`src/hdl/system_control_coprocessor_macros.svh`:
```
// Assertion macros shared by the system control coprocessor modules
`ifndef SYSTEM_CONTROL_COPROCESSOR_MACROS_SVH
`define SYSTEM_CONTROL_COPROCESSOR_MACROS_SVH

// Property that holds at every clock edge out of reset
`define SCC_ASSERT_ALW(label, clk, rst_n, prop, msg) \
  label: assert property (@(posedge clk) disable iff (!rst_n) (prop)) else $error(msg);

// Same-cycle implication
`define SCC_ASSERT_IMP(label, clk, rst_n, ante, cons, msg) \
  label: assert property (@(posedge clk) disable iff (!rst_n) (ante) |-> (cons)) \
    else $error(msg);

// Next-cycle implication
`define SCC_ASSERT_NXT(label, clk, rst_n, ante, cons, msg) \
  label: assert property (@(posedge clk) disable iff (!rst_n) (ante) |=> (cons)) \
    else $error(msg);

`endif

```
`src/hdl/scc_pkg.sv`:
```
// Types, constants and register codes of the system control coprocessor
`timescale 1ns / 1ps
package scc_pkg;

  // Stream widths
  localparam int IN_TDATA_W  = 48;
  localparam int OUT_TDATA_W = 80;

  // Default depth of the queue between decode and execute
  localparam int SCC_QUEUE_DEPTH = 2;

  // Access kind
  localparam logic CMD_MRC = 1'b0;
  localparam logic CMD_MCR = 1'b1;

  // Primary register numbers
  localparam logic [3:0] CRN_ID    = 4'd0;
  localparam logic [3:0] CRN_CTRL  = 4'd1;
  localparam logic [3:0] CRN_TTB   = 4'd2;
  localparam logic [3:0] CRN_DAC   = 4'd3;
  localparam logic [3:0] CRN_FSR   = 4'd5;
  localparam logic [3:0] CRN_FAR   = 4'd6;
  localparam logic [3:0] CRN_CACHE = 4'd7;
  localparam logic [3:0] CRN_TLB   = 4'd8;
  localparam logic [3:0] CRN_RBL   = 4'd9;
  localparam logic [3:0] CRN_PID   = 4'd13;
  localparam logic [3:0] CRN_MISC  = 4'd15;

  // TLB operations on register 8
  localparam logic [2:0] OP2_TLB_ALL   = 3'd0;
  localparam logic [2:0] OP2_TLB_ENTRY = 3'd1;
  localparam logic [3:0] CRM_TLB_I     = 4'd5;
  localparam logic [3:0] CRM_TLB_D     = 4'd6;
  localparam logic [3:0] CRM_TLB_ID    = 4'd7;

  // Clock and idle operations on register 15
  localparam logic [2:0] OP2_CLOCK   = 3'd2;
  localparam logic [3:0] CRM_CLK_SW1 = 4'd1;
  localparam logic [3:0] CRM_CLK_SW2 = 4'd2;
  localparam logic [3:0] CRM_WFI     = 4'd8;

  // Register values and store masks
  localparam logic [31:0] ID_VALUE   = 32'h6901_B118;
  localparam logic [31:0] CTRL_RESET = 32'h0000_0070;
  localparam logic [31:0] TTB_MASK   = 32'hFFFF_C000;
  localparam logic [31:0] PID_MASK   = 32'hFC00_0000;

  // Classified access passed from decode to execute
  typedef struct packed {
    logic        rd;       // read: return bank entry idx
    logic        to_pc;    // read to PC: update flags
    logic        wr;       // store data into bank entry idx
    logic [3:0]  idx;
    logic [31:0] data;     // already masked for the target register
    logic        flush_i;
    logic        flush_d;
    logic        flush_e;
    logic        idle;
    logic        bad;
  } scc_op_t;

  // One result item
  typedef struct packed {
    logic        bad_access;
    logic        enter_idle;
    logic [31:0] flush_address;
    logic        flush_data_entry;
    logic        dtlb_flush;
    logic        itlb_flush;
    logic [3:0]  nzcv;
    logic        flags_update;
    logic [31:0] read_data;
  } scc_result_t;

endpackage

```
`src/hdl/system_control_coprocessor.sv`:
```
// Top level of the system control coprocessor: decode, queue and execute
`timescale 1ns / 1ps
// One item is one coprocessor access (read or write of a system control
// register) and gives exactly one result item. The block takes one item per
// clock and delivers one result per clock while out_tready stays high. An
// item accepted at the input handshake is stored in a decode queue slot,
// then taken by the execute stage into its result register, which raises
// out_tvalid: one queue slot followed by the execute result register. The
// queue holds QUEUE_DEPTH decoded items, so the input side keeps accepting
// while a result waits to be taken, until the queue is full.
// Accesses are carried out in order against the internal register bank, so a
// read always sees every earlier write.
module system_control_coprocessor #(
  parameter int QUEUE_DEPTH = scc_pkg::SCC_QUEUE_DEPTH
) (
  input  logic                             clk,
  input  logic                             rst_n,
  input  logic                             in_tvalid,
  output logic                             in_tready,
  // crn[3:0], crm[7:4], opcode2[10:8], dest_is_pc[11], write_data[43:12], zero[47:44]
  input  logic [scc_pkg::IN_TDATA_W-1:0]   in_tdata,
  // cmd[0]
  input  logic                             in_tuser,
  output logic                             out_tvalid,
  input  logic                             out_tready,
  // read_data[31:0], flags_update[32], nzcv[36:33], instruction TLB flush[37],
  // data TLB flush[38], flush_data_entry[39], flush_address[71:40],
  // enter_idle[72], bad_access[73], zero[79:74]
  output logic [scc_pkg::OUT_TDATA_W-1:0]  out_tdata
);
  import scc_pkg::*;

  scc_op_t     dec_op;
  scc_op_t     q_op;
  logic        q_valid;
  logic        q_ready;
  scc_result_t res;

  // Front end
  scc_decode u_decode (
    .cmd        (in_tuser),
    .crn        (in_tdata[3:0]),
    .crm        (in_tdata[7:4]),
    .opcode2    (in_tdata[10:8]),
    .dest_is_pc (in_tdata[11]),
    .write_data (in_tdata[43:12]),
    .op         (dec_op)
  );

  scc_queue #(
    .DEPTH (QUEUE_DEPTH)
  ) u_queue (
    .clk        (clk),
    .rst_n      (rst_n),
    .push_valid (in_tvalid),
    .push_ready (in_tready),
    .push_op    (dec_op),
    .pop_valid  (q_valid),
    .pop_ready  (q_ready),
    .pop_op     (q_op)
  );

  // Back end
  scc_exec u_exec (
    .clk       (clk),
    .rst_n     (rst_n),
    .op_valid  (q_valid),
    .op_ready  (q_ready),
    .op        (q_op),
    .res_valid (out_tvalid),
    .res_ready (out_tready),
    .res       (res)
  );

  // Result packing, zero padding above the result fields
  assign out_tdata = {6'd0, res};

endmodule

```
`src/hdl/scc_decode.sv`:
```
// Front end: classifies each coprocessor access into an execute operation
`timescale 1ns / 1ps
module scc_decode (
  input  logic             cmd,
  input  logic [3:0]       crn,
  input  logic [3:0]       crm,
  input  logic [2:0]       opcode2,
  input  logic             dest_is_pc,
  input  logic [31:0]      write_data,
  output scc_pkg::scc_op_t op
);
  import scc_pkg::*;

  logic sub_zero;

  assign sub_zero = (crm == 4'd0) && (opcode2 == 3'd0);

  // Access classification
  always_comb begin
    op       = '0;
    op.idx   = crn;
    op.data  = write_data;
    if (cmd == CMD_MRC) begin
      op.rd    = 1'b1;
      op.to_pc = dest_is_pc;
      // write-only registers, and fault registers with a sub-register
      if (crn == CRN_CACHE || crn == CRN_TLB || crn == CRN_MISC) begin
        op.bad = 1'b1;
      end
      if ((crn == CRN_FSR || crn == CRN_FAR) && !sub_zero) begin
        op.bad = 1'b1;
      end
    end else begin
      case (crn)
        CRN_CTRL, CRN_DAC, CRN_CACHE, CRN_RBL: begin
          op.wr = 1'b1;
        end
        CRN_TTB: begin
          op.wr   = 1'b1;
          op.data = write_data & TTB_MASK;
        end
        CRN_FSR, CRN_FAR: begin
          op.wr  = 1'b1;
          op.bad = !sub_zero;
        end
        CRN_TLB: begin
          if (opcode2 == OP2_TLB_ALL && crm == CRM_TLB_I) begin
            op.flush_i = 1'b1;
          end else if (opcode2 == OP2_TLB_ALL && crm == CRM_TLB_D) begin
            op.flush_d = 1'b1;
          end else if (opcode2 == OP2_TLB_ALL && crm == CRM_TLB_ID) begin
            op.flush_i = 1'b1;
            op.flush_d = 1'b1;
          end else if (opcode2 == OP2_TLB_ENTRY && crm == CRM_TLB_D) begin
            op.flush_e = 1'b1;
          end else begin
            op.bad = 1'b1;
          end
        end
        CRN_PID: begin
          // only the process ID access stores; others are quietly ignored
          op.wr   = sub_zero;
          op.data = write_data & PID_MASK;
        end
        CRN_MISC: begin
          if (opcode2 == OP2_CLOCK && (crm == CRM_CLK_SW1 || crm == CRM_CLK_SW2)) begin
            op.bad = 1'b0;
          end else if (opcode2 == OP2_CLOCK && crm == CRM_WFI) begin
            op.idle = 1'b1;
          end else begin
            op.bad = 1'b1;
          end
        end
        default: begin
          op.bad = 1'b1;
        end
      endcase
    end
  end

endmodule

```
`src/hdl/scc_queue.sv`:
```
// Short in-order queue of decoded operations between front and back end
`timescale 1ns / 1ps
`include "system_control_coprocessor_macros.svh"
module scc_queue #(
  parameter int DEPTH = scc_pkg::SCC_QUEUE_DEPTH
) (
  input  logic             clk,
  input  logic             rst_n,
  input  logic             push_valid,
  output logic             push_ready,
  input  scc_pkg::scc_op_t push_op,
  output logic             pop_valid,
  input  logic             pop_ready,
  output scc_pkg::scc_op_t pop_op
);
  import scc_pkg::*;

  localparam int PTR_W = (DEPTH > 1) ? $clog2(DEPTH) : 1;
  localparam int CNT_W = $clog2(DEPTH + 1);

  scc_op_t            slot_r [DEPTH];
  logic [PTR_W-1:0]   wr_ptr_r, wr_ptr_nxt;
  logic [PTR_W-1:0]   rd_ptr_r, rd_ptr_nxt;
  logic [CNT_W-1:0]   count_r, count_nxt;
  logic               push, pop;

  assign push_ready = (count_r != CNT_W'(DEPTH));
  assign pop_valid  = (count_r != '0);
  assign pop_op     = slot_r[rd_ptr_r];
  assign push       = push_valid && push_ready;
  assign pop        = pop_valid && pop_ready;

  // Pointer and fill count update
  always_comb begin
    wr_ptr_nxt = wr_ptr_r;
    rd_ptr_nxt = rd_ptr_r;
    count_nxt  = count_r;
    if (push) begin
      wr_ptr_nxt = (wr_ptr_r == PTR_W'(DEPTH - 1)) ? '0 : wr_ptr_r + 1'b1;
    end
    if (pop) begin
      rd_ptr_nxt = (rd_ptr_r == PTR_W'(DEPTH - 1)) ? '0 : rd_ptr_r + 1'b1;
    end
    if (push && !pop) begin
      count_nxt = count_r + 1'b1;
    end else if (pop && !push) begin
      count_nxt = count_r - 1'b1;
    end
  end

  always_ff @(posedge clk) begin
    if (!rst_n) begin
      wr_ptr_r <= '0;
      rd_ptr_r <= '0;
      count_r  <= '0;
    end else begin
      wr_ptr_r <= wr_ptr_nxt;
      rd_ptr_r <= rd_ptr_nxt;
      count_r  <= count_nxt;
    end
  end

  // Storage
  always_ff @(posedge clk) begin
    if (push) begin
      slot_r[wr_ptr_r] <= push_op;
    end
  end

  `SCC_ASSERT_ALW(a_cnt_bound, clk, rst_n, count_r <= CNT_W'(DEPTH), "queue overfilled")
  `SCC_ASSERT_NXT(a_cnt_track, clk, rst_n, push && !pop, count_r == $past(count_r) + 1'b1, "count lost a push")
  `SCC_ASSERT_NXT(a_fall_thru, clk, rst_n, push && (count_r == '0), pop_op == $past(push_op), "item into empty queue not at head")

endmodule

```
`src/hdl/scc_exec.sv`:
```
// Back end: register bank, operation execution and result register
`timescale 1ns / 1ps
`include "system_control_coprocessor_macros.svh"
module scc_exec (
  input  logic                 clk,
  input  logic                 rst_n,
  input  logic                 op_valid,
  output logic                 op_ready,
  input  scc_pkg::scc_op_t     op,
  output logic                 res_valid,
  input  logic                 res_ready,
  output scc_pkg::scc_result_t res
);
  import scc_pkg::*;

  logic [31:0]  bank_r [16];
  scc_result_t  res_r, res_nxt;
  logic         res_valid_r, res_valid_nxt;
  logic         take;
  logic [31:0]  rd_val;

  assign op_ready  = !res_valid_r || res_ready;
  assign take      = op_valid && op_ready;
  assign rd_val    = bank_r[op.idx];
  assign res_valid = res_valid_r;
  assign res       = res_r;

  // Result formation
  always_comb begin
    res_nxt                  = '0;
    res_nxt.read_data        = op.rd ? rd_val : '0;
    res_nxt.flags_update     = op.rd && op.to_pc;
    res_nxt.nzcv             = (op.rd && op.to_pc) ? rd_val[31:28] : 4'd0;
    res_nxt.itlb_flush       = op.flush_i;
    res_nxt.dtlb_flush       = op.flush_d;
    res_nxt.flush_data_entry = op.flush_e;
    res_nxt.flush_address    = op.flush_e ? bank_r[CRN_FAR] : '0;
    res_nxt.enter_idle       = op.idle;
    res_nxt.bad_access       = op.bad;
    res_valid_nxt            = take || (res_valid_r && !res_ready);
  end

  always_ff @(posedge clk) begin
    if (!rst_n) begin
      res_valid_r <= 1'b0;
    end else begin
      res_valid_r <= res_valid_nxt;
    end
  end

  always_ff @(posedge clk) begin
    if (take) begin
      res_r <= res_nxt;
    end
  end

  // Register bank; entry 0 is never stored by the decoder
  always_ff @(posedge clk) begin
    if (!rst_n) begin
      for (int i = 2; i < 16; i++) begin
        bank_r[i] <= '0;
      end
      bank_r[CRN_ID]   <= ID_VALUE;
      bank_r[CRN_CTRL] <= CTRL_RESET;
    end else if (take && op.wr) begin
      bank_r[op.idx] <= op.data;
    end
  end

  `SCC_ASSERT_ALW(a_id_fixed, clk, rst_n, bank_r[CRN_ID] == ID_VALUE, "ID register changed")
  `SCC_ASSERT_NXT(a_ttb_mask, clk, rst_n, take && op.wr && (op.idx == CRN_TTB), bank_r[CRN_TTB][13:0] == 14'd0, "TTB low bits stored")
  `SCC_ASSERT_IMP(a_nzcv_src, clk, rst_n, res_valid_r && res_r.flags_update, res_r.nzcv == res_r.read_data[31:28], "flags not from read value")

endmodule
```
`config.mk`:
```
export PLATFORM = sky130hd
export DESIGN_NAME = system_control_coprocessor
export DESIGN_NICKNAME = d
export VERILOG_FILES = /design/src/hdl/scc_pkg.sv /design/src/hdl/system_control_coprocessor.sv /design/src/hdl/scc_decode.sv /design/src/hdl/scc_queue.sv /design/src/hdl/scc_exec.sv
export VERILOG_INCLUDE_DIRS = /design/src /design/src/hdl
export SDC_FILE = /design/constraint.sdc
export NUM_CORES = 1
export LEC_CHECK = 0
export BUFFER_PORTS_ARGS = -buffer_cell sky130_fd_sc_hd__clkbuf_2
export CORE_MARGIN = 4
export CORE_UTILIZATION = 50
export CTS_CLUSTER_SIZE = 24
export DETAILED_ROUTE_END_ITERATION = 6
export PLACE_DENSITY = 0.65
export SLEW_MARGIN = 20
export SYNTH_ARGS = -nofsm -noshare
export SYNTH_HDL_FRONTEND = slang
export SYNTH_SLANG_ARGS = --single-unit
export TNS_END_PERCENT = 30
```
`constraint.sdc`:
```
create_clock -name clk -period 10.5 [get_ports clk]
set_input_delay 0.525 -clock clk [delete_from_list [all_inputs] [get_ports clk]]
set_output_delay 0.525 -clock clk [all_outputs]
set_load 0.1 [all_outputs]
```
Word-level counts from Yosys, hierarchy flattened
Memory sizes are Yosys's and may differ from the RTL's. A register that Yosys moved wholly into a read port is not among the register bits.
Index checks and enable logic that the tools add are counted.
{"block": "op_classes", "addsub": 4, "n_eq_ne": 19, "mux": 42, "reduce_logical": 35}
{"operator": "$pmux 26 s2", "count": 1}
{"operator": "$mux 32", "count": 1}
{"operator": "$reduce_or 32->1", "count": 1}
{"operator": "$mux 1", "count": 30}
{"operator": "$mux 30", "count": 1}
{"operator": "$eq 4x3->1 const B", "count": 6}
{"operator": "$eq 4x4->1 const B", "count": 5}
{"operator": "$logic_and 1x1->1", "count": 15}
{"operator": "$eq 4x2->1 const B", "count": 3}
{"operator": "$mux 2", "count": 5}
{"operator": "$eq 4x1->1 const B", "count": 2}
{"operator": "$reduce_or 7->1", "count": 1}
{"operator": "$logic_not 1->1", "count": 6}
{"operator": "$logic_or 1x1->1", "count": 6}
{"operator": "$reduce_or 6->1", "count": 1}
{"operator": "$logic_not 4->1", "count": 1}
{"operator": "$mux 4", "count": 1}
{"operator": "$pmux 1 s4", "count": 1}
{"operator": "$reduce_bool 2->1", "count": 2}
{"operator": "$eq 3x1->1 const B", "count": 1}
{"operator": "$eq 3x2->1 const B", "count": 1}
{"operator": "$logic_not 3->1", "count": 1}
{"operator": "$mux 3", "count": 1}
{"operator": "$add 1x1->1 const B", "count": 2}
{"operator": "other kinds (5)", "count": 5}
{"block": "totals", "reg_bits": 47, "ramBits": 600, "input_bits": 53, "out_inout_bits": 82, "wordCells": 114, "mem_count": 2}
{"name": "u_exec.bank_r", "words": 16, "word_bits": 32, "rd": 2, "rd_ports_with_merged_regs": 1, "wr": 16, "line_no": "scc_exec.sv:16", "rtl": "logic [31:0] bank_r [16];"}
{"name": "u_queue.slot_r", "words": 2, "word_bits": 44, "rd": 1, "rd_ports_with_merged_regs": 1, "wr": 1, "line_no": "scc_queue.sv:21", "rtl": "scc_op_t slot_r [DEPTH];"}

Longest topological paths before layout
Gate-level depths: netlist of run 1.
{"block": "depth", "depth_word": 9, "depth_mapped": 8, "mapped_depth_nobuf": 7}

Hierarchy
From an unflattened synthesis of run 1, not the netlist that was laid out.
{"block": "hier_totals", "cells_unflattened": 2005, "hier_area_um2": 30700.7}
{"module": "scc_exec", "n_inst": 1, "cells_per_inst": 1753, "area_per_inst_um2": 26681.8, "seq_area_each_um2": 17616.9}
{"module": "scc_queue", "n_inst": 1, "cells_per_inst": 161, "area_per_inst_um2": 3415.8, "seq_area_each_um2": 2742.6}
{"module": "scc_decode", "n_inst": 1, "cells_per_inst": 84, "area_per_inst_um2": 554.3, "seq_area_each_um2": 0.0}
{"module": "system_control_coprocessor", "n_inst": 1, "cells_per_inst": 7, "area_per_inst_um2": 48.8, "seq_area_each_um2": 0.0}

Worst setup path after synthesis of run 1
OpenSTA, ideal clock, no wires.
{"block": "synth_path", "kind": "reg-to-reg", "start": "register u_exec.res_valid_r (netlist: u_exec.res_valid)", "end": "memory u_exec.bank_r[12][0] (enable)", "setup_ns": 0.389, "arrival_ns": 5.023, "required_time_ns": 10.111, "slack_ns": 5.087, "stages_incl_launch_ff": 7, "n_path_buf": 2, "synth_period_minus_slack_ns": 5.413, "cell_sequence": "dfxtp_1 > nor2b_1 > nor2_1 > buf_1 > nand4_1 > clkbuf_1 > nand2_1"}
{"element": "start: declaration", "line_no": "scc_exec.sv:18", "rtl": "logic res_valid_r, res_valid_nxt;"}
{"element": "start signal: assignment", "line_no": "scc_exec.sv:47", "rtl": "res_valid_r <= res_valid_nxt;"}
{"element": "end: declaration", "line_no": "scc_exec.sv:16"}

==> results of run 1 <==
==> through the flow <==
stage | cell area, µm² | worst slack [ns]
global route | 32400 | 5.46
floorplan | 29000 | 5.09
global placement | 30300 | 5.73
detailed placement | 30300 | 5.66
finish | 32400 | 5.62
CTS | 32400 | 5.64
==> worst max path at each step <==
stage	depth (start not counted)	end	slack (ns)
after floorplan	6	u_exec.bank_r[12][0]$_SDFFCE_PN0P_	5.09
after detailed placement	7	u_exec.bank_r[2][22]$_SDFFCE_PN0P_	5.66
after CTS	7	u_exec.bank_r[13][30]$_SDFFCE_PN0P_	5.64
after global routing	7	u_exec.bank_r[2][30]$_SDFFCE_PN0P_	5.46
final	7	u_exec.bank_r[2][30]$_SDFFCE_PN0P_	5.62
after global placement	7	u_exec.bank_r[2][22]$_SDFFCE_PN0P_	5.73
==> flip-flops by register name, indices dropped and copies added, names as in the netlist, named ones only <==
signal	flops
u_queue.count_r	2
u_queue.wr_ptr_r	1
u_queue.rd_ptr_r	1
u_exec.res_valid	1
u_exec.res	74
u_queue.slot_r	88
u_exec.bank_r	512
==> worst max-delay path, stage by stage, from the launching register on <==
cell     delay, ns
dfxtp_4       0.62
buf_4         0.55
and3b_2       0.26
buf_4         0.84
or2_2         0.30
nand3_2       0.71
nand2_1       0.69
buf_4         0.46
==> kinds of logic after synthesis <==
| logic type | Yosys count |
|---|---|
| xor+xnor | 6 |
| buf+inv | 213 |
| other cells | 1 |
| simple gates | 728 |
| compound gates | 507 |
| fa+ha+maj | 1 |
| flops | 680 |
| mux | 76 |
==> per-layer routing <==
metal  track usage (%)  vias up  part of all wire [%]
li1                  -     8343                     -
met1              35.0     9639                    38
met2              38.7     1240                    46
met3              6.64      131                    13
met4              8.58        0                   2.6
met5                 0        -                     0
==> cells in the final DEF, fill, tap and decap left out, types with 16 or more instances in the layout <==
master,instances
nor2_1,502
mux4_2,32
o21ai_0,348
nor2b_1,47
mux2i_1,35
nand2_1,66
o21a_1,44
a41o_1,85
edfxtp_1,674
clkinv_1,16
clkbuf_2,124
buf_4,82
and2_1,20
clkbuf_1,19
clkbuf_16,73
nand4_1,39
==> power breakdown <==
part	leakage, µW	internal (µW)	switching (µW)
clock	0.00101	1310	1000
combinational	0.00320	449	2070
sequential	0.00684	3360	101
total	0.0111	5120	3180
==> layout make-up <==
class                      count  area (µm²)  share of cell area [%]
clock inverter                29         158                   0.486
inverter                       6        22.5                  0.0695
multi-input combinational   1324        7730                    23.8
clock buffer                  94        1930                    5.94
tap                          765         957                    2.95
sequential                   680       20400                    62.8
timing repair buffer         207        1260                    3.90
==> run metrics, run 1 <==
Yosys reg bits 680; Worst setup EP type register; setup violators final 0; unrepaired setup endpoints after global routing false; highest clock rate just over 200 MHz; largest net degree at the start of global routing between 90 and 100; largest family of logic cells by synthesized area simple AND/OR/NAND/NOR gates; Hold Violations, Final 0; core area 57600 µm²; DP Cell Count 2981; Post-layout nets approximately 2300; routed length per instance 25.6 µm; Yosys warning count 0; Max VDD drop 0.000272 V; DP HPWL 44800 µm; vias in the first global route 19196; Mapped Cells 2212; worst-case clock buffer depth 3; most frequent cell after synthesis edfxtp_1; hold path startpoint in_tdata[38]; initial antenna violation count 0; vias per cell 6.23; skew final 0.0223 ns; hold slack 0.139 ns; post-cts resize count 0; post-synthesis cell area 29000 µm²; syn_area_per_cell 13.1 µm²; final std cells w/o fill 3105; RR Endpoint u_exec.bank_r[2][30]$_SDFFCE_PN0P_; first-pass GRT wire length 118000 µm; P per Cell Area 256 nW/µm²; setup repair bufs after CTS 0; Port Buffer Count 124; Synth top area share 69.8%; Remaining Overflow, GRT 0; All-Layer GR Usage 25.1%; Tcrit/Tclk final 46.5%; Synth Area in Simple Gates 11.0%; worst hold path class primary input to register; die height 249 µm; Final Wtd Congestion 0.867; Sink Count slightly below 700; Post-synth EDFFs 674; Pre-antenna DRT Iters 7; worst hold path endpoint u_queue.slot_r[1][31]$_DFFE_PP_; total CTS buffers 71; crit path time final 4.88 ns; worst hold path depth 1; worst reg-to-reg path cell count 7; post-route ant nets 0; proportion of layout cells with a drive suffix above 1 15.7%; TNS Setup 0 ns; H-tree Lvls 3; Req. time, crit path 10.75 ns; Max Slew Vio Count 0; Async SR Flop Fraction 0%; Post-Synth XOR/XNOR Area 0.181%; Synth area leaders edfxtp_1 (70%), nor2_1 (6.5%), o21ai_0 (6.0%), a41o_1 (2.9%), mux4_2 (2.5%); Area Overhead vs Synth 11.8%; worst path arrival time 5.13 ns; Layout fillers 4620; root buf cell clkbuf_16; Starting Density 50.4%; CP startpoint kind register; cell row count between 80 and 90; Lkg Pwr 0.0111 µW; DRC 0; Compound-Gate Fraction of Synth Area 11.0%; Slew HR 20.3%; clock edge transition at the registers on the reported setup and hold paths 0.06 ns; post-layout util 56.3%; Main synth FF type edfxtp_1; register area share after synthesis 70.2%; area leader, netlist edfxtp_1; CTS tree built; post-synthesis mux area share 4.05%; outcome completed; initial detailed-routing violation count 2210; Hold Buf Count CTS 0; actual slew at the worst max-slew pin 1.20 ns; # diodes 0; Crit Path Class register to register; number of placed I/O pins 135; top post-synthesis cells by count edfxtp_1 (674), nor2_1 (504), o21ai_0 (348); Post-Synth Adder-Cell Area 0.0431%; Overall Power 8290 µW; worst-path maximum fanout 97; die width 249 µm; maxcap violations 0; Worst-Skew Late Latency ~0.60 ns; Worst R2R Setup Slack ~5.6 ns; distinct cell type count after synthesis between 50 and 60; Post-Route WL 79500 µm; Via Count 19353; Die Area about 62000 µm²
Note: power is estimated with default switching activity, not from simulation.
==> inputs of run 2 (changes only) <==
--- a/config.mk
+++ b/config.mk
@@ -6,12 +6,13 @@
 export SDC_FILE = /design/constraint.sdc
 export NUM_CORES = 1
 export LEC_CHECK = 0
+export ABC_AREA = 1
 export BUFFER_PORTS_ARGS = -buffer_cell sky130_fd_sc_hd__clkbuf_2
 export CORE_MARGIN = 4
 export CORE_UTILIZATION = 50
 export CTS_CLUSTER_SIZE = 24
 export DETAILED_ROUTE_END_ITERATION = 6
-export PLACE_DENSITY = 0.65
+export PLACE_DENSITY = 0.67
 export SLEW_MARGIN = 20
 export SYNTH_ARGS = -nofsm -noshare
 export SYNTH_HDL_FRONTEND = slang
==> constraint.sdc (replaced) <==
create_clock -name clk -period 4 [get_ports clk]
set_input_delay 0.2 -clock clk [delete_from_list [all_inputs] [get_ports clk]]
set_output_delay 0.2 -clock clk [all_outputs]
set_load 0.1 [all_outputs]
==> run 2 against run 1 <==
Setup slack lost 4.6 ns. Register-to-register slack lost 4.6 ns. Fmax grew 65%. Count of clock-buffer cells in the layout is 7 lower. First-iteration DRC count shrank 1.3%. Highest routed layer unchanged. Largest cell class unchanged.
==> run metrics, run 2 <==
Tcrit/Tclk final 74.0%; DR top layer met4; met2 WL 35400 µm; post-route ant nets 0; most frequent cell after synthesis nand2_1; Post-layout nets 3307; cell row count 90; TNS Setup 0 ns; Remaining Overflow, GRT 0; multi-input logic area 8830 µm²; met3 wire length 6280 µm; Layout fillers 5069; proportion of layout cells with a drive suffix above 1 10.7%; syn_area_per_cell 9.69 µm²; initial antenna violation count 0; number of placed I/O pins 135; setup violators final 0; Mapped Cells 3139; setup repair bufs after CTS 0; final std cells w/o fill 4082; Synth area leaders edfxtp_1 (67%), nand2_1 (15%), nor2_1 (7.7%), nand3_1 (3.3%), buf_2 (1.6%); DP Cell Count 3922; initial detailed-routing violation count 2181; storage element area around 20000 µm²; Post-synth EDFFs roughly 670; max FFs per register 512; Yosys reg bits 680; P per Cell Area 718 nW/µm²; Sink Count 680; Req. time, crit path about 4.3 ns; post-synthesis cell area 30400 µm²; die height ~250 µm; maxcap violations 0; outcome completed; Die Area about 65000 µm²; skew final 0.0158 ns; post-cts resize count 0; Worst-Skew Late Latency 0.61 ns; first-pass GRT wire length about 120000 µm; routed length per instance 18.3 µm; largest net degree at the start of global routing about 160; Main synth FF type edfxtp_1; Final Wtd Congestion 0.822; Slew HR between 30 and 40%; worst-case clock buffer depth 3; Post-Route WL 74600 µm; distinct cell type count after synthesis 35; Worst setup EP type register; DP HPWL between 40000 and 50000 µm; CTS tree built; Port Buffer Count roughly 120; Area Overhead vs Synth 13.3%; vias per cell 5.32; worst-path maximum fanout 23; clock edge transition at the registers on the reported setup and hold paths ~0.060 ns; DRT met1 WL 31200 µm; worst path arrival time 3.22 ns; Starting Density 50.5%; H-tree Lvls 3; DRC 0; top post-synthesis cells by count nand2_1 (1239), edfxtp_1 (674), nor2_1 (626); Yosys warning count 0; die width 255 µm; area leader, netlist edfxtp_1; CP startpoint kind register; Via Count 21701; Overall Power between 20000 and 25000 µW; actual slew at the worst max-slew pin 1.02 ns; All-Layer GR Usage 22.8%; # diodes 0; post-layout util 57.2%; most frequent cells in the layout nand2_1 (1235), edfxtp_1 (674), nor2_1 (624); vias in the first global route 21151; root buf cell clkbuf_16; Synth top area share 66.5%; crit path time final approximately 3.0 ns; Hold Violations, Final 0; unrepaired setup endpoints after global routing false; Async SR Flop Fraction 0%; core area between 60000 and 70000 µm²; Pre-antenna DRT Iters 6; total CTS buffers 70; Max VDD drop 0.000527 V; register area share after synthesis 66.9%; most common cell after layout, fill and taps aside nand2_1; Crit Path Class register to register; Lkg Pwr 0.0151 µW; worst hold path class primary input to register; Max Slew Vio Count 0; highest clock rate 338 MHz; Biggest register u_exec.bank_r
run 2: cell types whose count changed after synthesis, moves of 47 or more:
cell | before | now
o21ai_0 | 348 | 9
nor2_1 | 504 | 626
inv_1 | 6 | 79
nor2b_1 | 47 | 0
a41o_1 | 85 | 0
nand2_1 | 66 | 1239
nand3_1 | 8 | 198
run 2: final timing paths:
check                                startpoint                                 to  slack [ns]  cells after the start
setup / recovery                       register  u_exec.bank_r[0][8]$_SDFFCE_PN1P_        1.04                      9
hold reg to reg   u_queue.rd_ptr_r$_SDFFE_PN0P_                           register        0.45                      1
hold / removal                      in_tdata[8]     u_queue.slot_r[1][2]$_DFFE_PP_        0.07                      3
setup reg to reg                       register  u_exec.bank_r[0][8]$_SDFFCE_PN1P_        1.04                      9
run 2: routing by layer:
| layer | up-vias | track usage (%) |
|---|---|---|
| met1 | 10244 | 32.1 |
| met2 | 947 | 37.1 |
| met4 | 0 | 7.42 |
| met3 | 123 | 3.15 |
| li1 | 10387 | - |
| met5 | - | 0 |
run 2: cell families after synthesis:
| family | share of synthesized area (%) |
|---|---|
| and+or+nand+nor | 27.2 |
| DFF | 66.9 |
| AOI/OAI and AO/OA | 0.415 |
| muxes | 1.05 |
| other | 0.0123 |
| adders and majority gates | 0.0411 |
| buffers and inverters | 4.34 |
run 2: power breakdown:
group / total (µW) / internal, µW / switching [µW]
logic: 9410 / 1740 / 7670
clock network: 6170 / 3530 / 2640
registers: 9170 / 8920 / 243
total: 24700 / 14200 / 10600
run 2: cell type report:
class                   count  area share [%]
inverters                  87           0.965
clock inverters            32           0.682
clock buffers              87            5.48
flip-flops and latches    680            59.1
repair buffers            254            5.36
multi-input cells        2160            25.6
well taps                 782            2.84
run 2: timing repair:
action | in CTS | in global routing
hold buffers | 41 | 0
endpoints found under the hold margin | 79 | 0
setup endpoints to repair | 0 | 0
run 2: through the flow:
stage                     setup WS, ns  area [µm²]  hold slack [ns]
after global placement            1.09       31900            0.393
after CTS                         1.03       34500          0.00895
after floorplan                -0.0541       30500            0.299
final                             1.04       34500           0.0686
after global routing             0.877       34500           0.0777
after detailed placement          1.06       31900            0.404
run 2: worst max-delay path, stage by stage (launching register included):
cell	delay [ns]
dfxtp_2	0.53
inv_2	0.21
or2_1	0.26
o21ai_2	0.17
nand2_1	0.18
inv_2	0.39
nand2_1	0.14
buf_4	0.23
nand2_1	0.09
buf_4	0.37
